===== config.mk =====
export PLATFORM = sky130hd
export DESIGN_NAME = framed_heartbeat_supervisor
export DESIGN_NICKNAME = d
export VERILOG_FILES = /design/src/rtl/fhs_pkg.sv /design/src/rtl/fhs_frame_parser.sv /design/src/rtl/fhs_supervisor.sv /design/src/rtl/fhs_out_buffer.sv /design/src/rtl/framed_heartbeat_supervisor.sv
export SDC_FILE = /design/constraint.sdc
export NUM_CORES = 1
export LEC_CHECK = 0
export ABC_AREA = 0
export BUFFER_PORTS_ARGS = -buffer_cell sky130_fd_sc_hd__buf_2
export CAP_MARGIN = 15
export CORE_ASPECT_RATIO = 0.7
export CORE_MARGIN = 2
export CORE_UTILIZATION = 60
export DETAILED_ROUTE_END_ITERATION = 10
export PLACE_DENSITY = 0.86
export SYNTH_ARGS = -nofsm -noshare
export SYNTH_HDL_FRONTEND = slang
export SYNTH_SLANG_ARGS = --single-unit

===== constraint.sdc =====
create_clock -name clk -period 7.2 [get_ports clk]
set_input_delay 2.16 -clock clk [delete_from_list [all_inputs] [get_ports clk]]
set_output_delay 2.16 -clock clk [all_outputs]
set_load 0.02 [all_outputs]

===== src/rtl/fhs_pkg.sv =====
// Shared types and constants for the framed heartbeat supervisor.
// Depends on nothing; every other file imports it.
package fhs_pkg;

	localparam int BYTE_W  = 8;
	localparam int CMD_W   = 2;
	localparam int CFG_IDX_W = 2;
	localparam int OUT_DATA_W = 24;

	// command codes
	localparam logic [CMD_W-1:0] CMD_BYTE = 2'd0;
	localparam logic [CMD_W-1:0] CMD_SUP  = 2'd1;
	localparam logic [CMD_W-1:0] CMD_LOOP = 2'd2;

	// register indexes
	localparam logic [CFG_IDX_W-1:0] CFG_SYNC   = 2'd0;
	localparam logic [CFG_IDX_W-1:0] CFG_MISS   = 2'd1;
	localparam logic [CFG_IDX_W-1:0] CFG_PERIOD = 2'd2;

	// register reset values
	localparam logic [BYTE_W-1:0] SYNC_RST   = 8'hAA;
	localparam logic [BYTE_W-1:0] MISS_RST   = 8'd3;
	localparam logic [BYTE_W-1:0] PERIOD_RST = 8'd5;
	localparam logic [BYTE_W-1:0] MISS_MAX   = 8'hFF;

	// driver states
	localparam logic [BYTE_W-1:0] DRV_OFF   = 8'd0;
	localparam logic [BYTE_W-1:0] DRV_BLINK = 8'd1;
	localparam logic [BYTE_W-1:0] DRV_ON    = 8'd2;

	localparam logic [1:0] LAST_DATA_IDX = 2'd3;

	typedef struct packed {
		logic [BYTE_W-1:0] sync_value;
		logic [BYTE_W-1:0] miss_limit;
		logic [BYTE_W-1:0] beat_period;
	} cfg_t;

	typedef struct packed {
		logic              frame_ok;
		logic              frame_bad;
		logic [BYTE_W-1:0] driver_level;
	} frame_status_t;

	typedef struct packed {
		logic              frame_ok;
		logic              frame_bad;
		logic [BYTE_W-1:0] driver_level;
		logic              peer_ok;
		logic              fault_report;
		logic              beat_due;
		logic [BYTE_W-1:0] beat_count;
		logic              led_on;
	} result_t;

endpackage


===== src/rtl/fhs_frame_parser.sv =====
// Frame parser: sync hunt, frame byte store, checksum, latched driver and sequence.
// Depends on fhs_pkg.
module fhs_frame_parser
	import fhs_pkg::*;
(
	input  logic              clk,
	input  logic              arst_n,
	input  logic              acc,
	input  logic [CMD_W-1:0]  command,
	input  logic [BYTE_W-1:0] data_byte,
	input  cfg_t              cfg,
	output frame_status_t     status,
	output logic [BYTE_W-1:0] seq_now
);

	logic              collecting_q;
	logic [1:0]        idx_q;
	logic [BYTE_W-1:0] frame_q [3];
	logic [BYTE_W-1:0] driver_q;
	logic [BYTE_W-1:0] seq_q;
	logic [BYTE_W-1:0] sum;
	logic              is_byte;
	logic              at_check;
	logic              good;

	assign is_byte  = acc && (command == CMD_BYTE);
	assign at_check = collecting_q && (idx_q == LAST_DATA_IDX);
	assign sum      = cfg.sync_value + frame_q[0] + frame_q[1] + frame_q[2];
	assign good     = (sum == data_byte);

	always_comb begin
		status.frame_ok     = is_byte && at_check && good;
		status.frame_bad    = is_byte && at_check && !good;
		status.driver_level = status.frame_ok ? frame_q[0] : driver_q;
	end

	assign seq_now = seq_q;

	always_ff @(posedge clk or negedge arst_n) begin
		if (!arst_n) begin
			collecting_q <= 1'b0;
			idx_q        <= 2'd0;
			driver_q     <= '0;
			seq_q        <= '0;
		end else if (is_byte) begin
			if (!collecting_q) begin
				if (data_byte == cfg.sync_value) begin
					collecting_q <= 1'b1;
					idx_q        <= 2'd0;
				end
			end else if (!at_check) begin
				idx_q <= idx_q + 2'd1;
			end else begin
				if (good) begin
					driver_q <= frame_q[0];
					seq_q    <= frame_q[2];
				end
				collecting_q <= 1'b0;
				idx_q        <= 2'd0;
			end
		end
	end

	// frame store: payload only, written before read within a frame
	always_ff @(posedge clk) begin
		if (is_byte && collecting_q && !at_check) begin
			frame_q[idx_q] <= data_byte;
		end
	end

endmodule


===== src/rtl/fhs_supervisor.sv =====
// Peer watchdog, fault report, LED drive and own heartbeat counter.
// Depends on fhs_pkg.
module fhs_supervisor
	import fhs_pkg::*;
(
	input  logic              clk,
	input  logic              arst_n,
	input  logic              acc,
	input  logic [CMD_W-1:0]  command,
	input  cfg_t              cfg,
	input  logic [BYTE_W-1:0] seq_now,
	input  logic [BYTE_W-1:0] driver_level,
	output logic              peer_ok,
	output logic              fault_report,
	output logic              beat_due,
	output logic [BYTE_W-1:0] beat_count,
	output logic              led_on
);

	logic [BYTE_W-1:0] seq_seen_q, miss_q, ticks_q, beats_q;
	logic              alive_q, armed_q, sent_q, led_q;

	logic [BYTE_W-1:0] seq_seen_n, miss_n, ticks_n, beats_n, ticks_inc;
	logic              alive_n, armed_n, sent_n, led_n, blink;
	logic              is_sup, is_loop, same;

	assign is_sup    = acc && (command == CMD_SUP);
	assign is_loop   = acc && (command == CMD_LOOP);
	assign same      = (seq_now == seq_seen_q);
	assign ticks_inc = ticks_q + 8'd1;

	always_comb begin
		seq_seen_n   = seq_seen_q;
		miss_n       = miss_q;
		alive_n      = alive_q;
		armed_n      = armed_q;
		sent_n       = sent_q;
		led_n        = led_q;
		ticks_n      = ticks_q;
		beats_n      = beats_q;
		fault_report = 1'b0;
		beat_due     = 1'b0;
		blink        = 1'b0;
		if (is_sup) begin
			if (same) begin
				if (miss_q != MISS_MAX) miss_n = miss_q + 8'd1;
			end else begin
				miss_n     = '0;
				alive_n    = 1'b1;
				seq_seen_n = seq_now;
			end
			if (miss_n >= cfg.miss_limit) alive_n = 1'b0;
			armed_n = 1'b1;
		end
		if (is_loop) begin
			fault_report = !alive_q && !sent_q;
			sent_n       = !alive_q;
			if (!alive_q) begin
				blink = 1'b1;
			end else begin
				case (driver_level)
					DRV_OFF:   led_n = 1'b0;
					DRV_BLINK: blink = 1'b1;
					DRV_ON:    led_n = 1'b1;
					default:   led_n = led_q;
				endcase
			end
			if (blink && armed_q) begin
				armed_n = 1'b0;
				led_n   = !led_q;
			end
			ticks_n = ticks_inc;
			if (ticks_inc >= cfg.beat_period) begin
				ticks_n  = '0;
				beats_n  = beats_q + 8'd1;
				beat_due = 1'b1;
			end
		end
	end

	assign peer_ok    = alive_n;
	assign beat_count = beats_n;
	assign led_on     = led_n;

	always_ff @(posedge clk or negedge arst_n) begin
		if (!arst_n) begin
			seq_seen_q <= '0;
			miss_q     <= '0;
			alive_q    <= 1'b1;
			armed_q    <= 1'b0;
			sent_q     <= 1'b0;
			led_q      <= 1'b0;
			ticks_q    <= '0;
			beats_q    <= '0;
		end else begin
			seq_seen_q <= seq_seen_n;
			miss_q     <= miss_n;
			alive_q    <= alive_n;
			armed_q    <= armed_n;
			sent_q     <= sent_n;
			led_q      <= led_n;
			ticks_q    <= ticks_n;
			beats_q    <= beats_n;
		end
	end

endmodule


===== src/rtl/fhs_out_buffer.sv =====
// Result register with a skid entry; the input stalls only while the skid entry is full.
// Depends on fhs_pkg.
module fhs_out_buffer
	import fhs_pkg::*;
(
	input  logic    clk,
	input  logic    arst_n,
	input  logic    in_valid,
	output logic    in_ready,
	input  result_t in_data,
	output logic    out_valid,
	input  logic    out_ready,
	output result_t out_data
);

	logic    out_v_q, skid_v_q;
	result_t out_q, skid_q;
	logic    take;

	assign take      = out_v_q && out_ready;
	assign in_ready  = !skid_v_q;
	assign out_valid = out_v_q;
	assign out_data  = out_q;

	always_ff @(posedge clk or negedge arst_n) begin
		if (!arst_n) begin
			out_v_q  <= 1'b0;
			skid_v_q <= 1'b0;
		end else if (skid_v_q) begin
			if (take) skid_v_q <= 1'b0;
		end else if (in_valid) begin
			if (out_v_q && !take) skid_v_q <= 1'b1;
			else out_v_q <= 1'b1;
		end else if (take) begin
			out_v_q <= 1'b0;
		end
	end

	always_ff @(posedge clk) begin
		if (skid_v_q) begin
			if (take) out_q <= skid_q;
		end else if (in_valid) begin
			if (out_v_q && !take) skid_q <= in_data;
			else out_q <= in_data;
		end
	end

endmodule


===== src/rtl/framed_heartbeat_supervisor.sv =====
// Top level of the framed heartbeat supervisor: config registers, parser,
// supervisor and result buffer. Depends on fhs_pkg and the fhs_* modules.
//
// Usage:
//   Input stream (s_*): s_tuser carries the command (byte, supervision tick,
//   loop tick), s_tdata the received byte. Every transfer yields exactly one
//   status result on the output stream (m_*).
//   A result is registered in the output register, or in the skid entry
//   while that holds an untaken one. Throughput: one transfer per cycle
//   while s_tready is high; frame and watchdog registers update per transfer.
//   Stall: a result waiting on m_tready is held in the output register and
//   one more is kept in a skid entry; s_tready drops only while the skid
//   entry is full.
//   Configuration: cfg_wen writes cfg_wdata to register cfg_index at the
//   clock edge (0 sync byte, 1 miss limit, 2 beat period); other indexes are
//   ignored. Write only while the block is idle.
//   Reset (arst_n low): hunt for sync, peer alive, LED off, counters clear,
//   registers back to sync 0xAA, miss limit 3, beat period 5; no result held.
module framed_heartbeat_supervisor
	import fhs_pkg::*;
(
	input  logic                  clk,
	input  logic                  arst_n,
	input  logic                  s_tvalid,
	output logic                  s_tready,
	input  logic [BYTE_W-1:0]     s_tdata,   // [7:0] data_byte
	input  logic [CMD_W-1:0]      s_tuser,   // [1:0] command
	output logic                  m_tvalid,
	input  logic                  m_tready,
	// [0] frame_ok, [1] frame_bad, [9:2] driver_level, [10] peer_ok,
	// [11] fault_report, [12] beat_due, [20:13] beat_count, [21] led_on,
	// [23:22] zero
	output logic [OUT_DATA_W-1:0] m_tdata,
	input  logic                  cfg_wen,
	input  logic [CFG_IDX_W-1:0]  cfg_index,
	input  logic [BYTE_W-1:0]     cfg_wdata
);

	cfg_t              cfg_q;
	logic              acc;
	frame_status_t     fstat;
	logic [BYTE_W-1:0] seq_now;
	result_t           res, res_out;

	// register file: hold each value until its index is written
	always_ff @(posedge clk or negedge arst_n) begin
		if (!arst_n) begin
			cfg_q.sync_value  <= SYNC_RST;
			cfg_q.miss_limit  <= MISS_RST;
			cfg_q.beat_period <= PERIOD_RST;
		end else if (cfg_wen) begin
			unique case (cfg_index)
				CFG_SYNC:   cfg_q.sync_value  <= cfg_wdata;
				CFG_MISS:   cfg_q.miss_limit  <= cfg_wdata;
				CFG_PERIOD: cfg_q.beat_period <= cfg_wdata;
				default:    ;
			endcase
		end
	end

	// advance the state only on an input transfer
	assign acc = s_tvalid && s_tready;

	fhs_frame_parser u_parser (
		.clk       (clk),
		.arst_n    (arst_n),
		.acc       (acc),
		.command   (s_tuser),
		.data_byte (s_tdata),
		.cfg       (cfg_q),
		.status    (fstat),
		.seq_now   (seq_now)
	);

	// the supervisor sees the driver state after this step; only a byte
	// changes it, and the supervisor acts only on ticks, so both agree
	fhs_supervisor u_super (
		.clk          (clk),
		.arst_n       (arst_n),
		.acc          (acc),
		.command      (s_tuser),
		.cfg          (cfg_q),
		.seq_now      (seq_now),
		.driver_level (fstat.driver_level),
		.peer_ok      (res.peer_ok),
		.fault_report (res.fault_report),
		.beat_due     (res.beat_due),
		.beat_count   (res.beat_count),
		.led_on       (res.led_on)
	);

	assign res.frame_ok     = fstat.frame_ok;
	assign res.frame_bad    = fstat.frame_bad;
	assign res.driver_level = fstat.driver_level;

	fhs_out_buffer u_obuf (
		.clk       (clk),
		.arst_n    (arst_n),
		.in_valid  (acc),
		.in_ready  (s_tready),
		.in_data   (res),
		.out_valid (m_tvalid),
		.out_ready (m_tready),
		.out_data  (res_out)
	);

	// pack the result, first field in the lowest bit
	assign m_tdata = {2'b00, res_out.led_on, res_out.beat_count, res_out.beat_due,
		res_out.fault_report, res_out.peer_ok, res_out.driver_level,
		res_out.frame_bad, res_out.frame_ok};

endmodule


==> metrics.md <==
| Metric | Value |
|---|---|
| Max Cap Viol | 0 |
| Die height | approximately 97 um |
| Fin. Hold Viols | 0 |
| Row Count | 33 |
| CP delay by family, top | simple AND/OR/NAND/NOR gates |
| Via count | 4728 |
| Port-buffer cells | 48 |
| Crit path cell chain | buf_2, nand2b_1, nor3_1, and2_1, nand2_1, nor4_4, mux2_4, a22oi_2, o211ai_1 |
| Routed len/inst | around 20 um |
| Initial Utilization | 62.08% |
| Hold buffers post-CTS | 0 |
| Final Max Slew Viols | 0 |
| Worst-Margin Slew | between 1 and 1.5 ns |
| Synth Flop Type | dfrtp_1 |
| Async SR Flop Fraction | between 50 and 60% |
| First-pass GRT wire length | 25370 um |
| DRC violations left | 0 |
| Area grow syn2layout | 13.52% |
| H-tree depth | 4 |
| RSZ-0062 raised after global routing | no |
| Synth Area in Compound Gates | roughly 5.2% |
| Status | finished clean |
| Vias in the first global route | just under 5000 |
| Die Width | 136.4 um |
| Xor and xnor area share after synthesis | under 10% |
| Final WL | between 15000 and 20000 um |
| # Post-CTS Setup Buffers | 0 |
| Yosys top cell by area | edfxtp_1 |
| Placeable Area | 0.01185 sq mm |
| Setup TNS | 0 ns |
| Lkg Pwr | approximately 0.0037 uW |
| PwrDens | between 300 and 400 mW/mm^2 |
| Largest family of logic cells by synthesized area | multiplexers |
| Finish-stage setup viols | 0 |
| DRT iter0 DRCs | between 400 and 500 |
| Synth Area in Adders | 8.912% |
| Worst setup SP type | input pin |
| Number of synthesized flops with an enable pin | 68 |
| First-pass DRT Iterations | 5 |
| TritonCTS Buffers | 17 |
| Top cell type's share of synthesized area | approximately 28% |
| Max VDD drop | ~170 uV |
| CTS tree | done |
| Slew Limit Headroom | 23.48% |
| #FFs+latches synth | about 150 |
| Distinct cell type count after synthesis | between 50 and 60 |
| CP Capture Type | register |
| Share of cells above drive strength 1 | between 20 and 30% |
| Antenna viol nets, final | 0 |
| Setup CP Type | input pin to register |
| R2r setup slk | 2.29 ns |
| Num Clock Sinks | between 100 and 150 |
| Pin count of the biggest net entering global routing | 82 |
| Worst R2R Path Depth | 14 |
| RePlAce Congestion | approximately 0.85 |
| Grt ovf | 0 |
| DIE AREA | between 0.01 and 0.015 sq mm |
| Layout Nets | around 690 |
| Area share of and/or/nand/nor cells after synthesis | between 8 and 9% |
| Warnings, synthesis | 0 |
| Synth top area cells | edfxtp_1 (28%), dfrtp_1 (24%), mux2_2 (12%), ha_1 (5.1%), fa_1 (3.8%) |
| I/O pin count | 51 |
| Clock Pin Slew Worst Setup and Hold Paths | around 0.06 ns |
| Clock buffer depth | 2 |
| Hpwl dp | around 11000 um |
| Avg Cell Area, Syn | 13.28 sq um |
| CP Launch Point | s_tvalid |
| Reg-to-Reg End | u_obuf.skid_q[0] |
| Crit share post-route | between 60% and 70% |
| Root buf cell | clkbuf_16 |
| Post-layout min period | about 5 ns |
| Number of antenna violations at the first check in global routing | 0 |
| GRT Util Overall | 25.58% |
| Placed Area | around 0.0078 sq mm |
| Critical path peak fanout | 19 |
| Mapped cell area | approximately 0.0074 sq mm |
| Slowest cell on crit path | nor4_4 |
| R2R Path Start | u_parser.frame_q[2][1] |
| Post-synthesis mux area share | about an eighth |
| Resized Gates After CTS | 0 |
| Fmax | between 0.2 and 0.25 GHz |
| Critical Path Max Stage Delay | ~1 ns |
| Synth cell count leaders | mux2_2 (78), dfrtp_1 (72), edfxtp_1 (68), nand2_1 (40), inv_1 (31) |
| Worst path required time | between 7 and 8 ns |
| Hold Path Class | register to register |
| Arr. time, crit path | 5.12 ns |
| Vias per cell | roughly 6 |
| Skew final | slightly below 0.01 ns |
| Clock latency on the worst-skew pair | approximately 0.42 ns |
| Mapped Cells | 554 |
| Post-route cell area | between 0.008 and 0.009 sq mm |
| Worst Path Buf+Inv | 1 |
| Count leader, synth | mux2_2 |
| ANT cells | 0 |
| Sequential fraction of the synthesis area | 55.46% |
| Crit path depth | 9 |
| Worst setup path end | u_obuf.skid_q[0] |
power by group:
group	total (uW)	internal (uW)	switching (uW)
combinational	731	304	427
sequential	1170	1060	108
clock	882	541	341
total	2780	1910	875
metrics by stage:
stage / instances / power [uW] / utilization (%) / setup WS (ns) / hold slack [ns]
2_1_floorplan: 555 / 1680 / - / 2.765 / 0.4497
3_3_place_gp: 755 / 1842 / 65.49 / 1.959 / 0.4693
3_5_place_dp: 755 / 1896 / 65.49 / 1.858 / 0.4849
4_1_cts: 787 / 2787 / 70.48 / 2.257 / 0.5111
5_1_grt: 787 / 2911 / 70.48 / 2.051 / 0.5324
6_report: 787 / 2781 / 70.48 / 2.230 / 0.5122
area by class of cell:
type | instances | area (sq um)
inverters | 32 | 120.1
repair buffers | 52 | 272.8
flip-flops and latches | 149 | 4080
fillers | 772 | 3498
well taps | 157 | 196.4
clock inverters | 14 | 161.4
clock buffers | 18 | 429.2
multi-input cells | 365 | 3092
worst min-delay path by stage:
| stage | from | to | slack (ns) | depth (start not counted) |
|---|---|---|---|---|
| CTS | cfg_q[4] | cfg_q[4] | 0.51 | 1 |
| floorplan | u_super.sent_q | u_super.sent_q | 0.45 | 2 |
| detailed placement | u_super.beats_q[7] | u_super.beats_q[7] | 0.48 | 1 |
| finish | cfg_q[6] | cfg_q[6] | 0.51 | 1 |
| global placement | u_super.sent_q | u_super.sent_q | 0.47 | 2 |
| global route | u_parser.collecting_q | u_parser.collecting_q | 0.53 | 1 |
per-layer routing:
metal / GRT usage, % / part of all wire, % / wire length (um) / vias to the layer above
met5: 0 / 0 / 0 / -
met3: 5.660 / 5.2 / 812 / 23
met2: 40.51 / 48 / 7626 / 188
met4: 7.292 / 1.2 / 195 / 0
met1: 35.89 / 45 / 7098 / 2410
li1: - / - / - / 2107
cells by family (layout without fill, tap and decap cells):
logic type	Yosys count	count (layout)
AOI/OAI and AO/OA	58	58
xor gates and xnor gates	50	50
adders and majority gates	44	44
buffers and inverters	41	116
DFF	149	149
muxes	83	83
other	1	2
and+or+nand+nor	128	128
placed cells by master (no fill, tap or decap), types with 4 or more instances in the layout:
master      instances
a21o_1             10
a21oi_1            12
and2_1              5
and3_1              6
buf_2              47
buf_4               5
clkbuf_16          17
clkinv_2            4
clkinvlp_4          4
dfrtp_1            72
dfstp_2             9
edfxtp_1           68
fa_1               14
ha_1               30
inv_1              31
mux2_2             78
mux2i_1             4
nand2_1            40
nand2b_1            6
nand3_1            14
nand4_1             9
nor2_1             25
nor3_1              7
nor4_1              4
o21ai_0            17
xnor2_1            28
xor2_1             21
flip-flops by register name, summed over array words and instances, names as in the netlist, 2 cells and up:
name / flops
cfg_q: 24
u_obuf.out_data: 22
u_obuf.skid_q: 22
u_parser.driver_q: 8
u_parser.frame_q: 24
u_parser.idx_q: 2
u_parser.seq_now: 8
u_super.beats_q: 8
u_super.miss_q: 8
u_super.seq_seen_q: 8
u_super.ticks_q: 8
worst register-to-register path, cell delays in order (launching register included):
cell,delay (ns)
edfxtp_1,0.45
fa_1,0.52
inv_1,0.06
fa_1,0.53
inv_1,0.04
ha_1,0.22
fa_1,0.42
nand3_1,0.10
nand2_1,0.08
xnor2_1,0.13
or3_1,0.50
nor4_4,0.89
mux2_4,0.38
a22oi_2,0.18
o211ai_1,0.15
No activity file was read; power rests on OpenSTA's default activity.
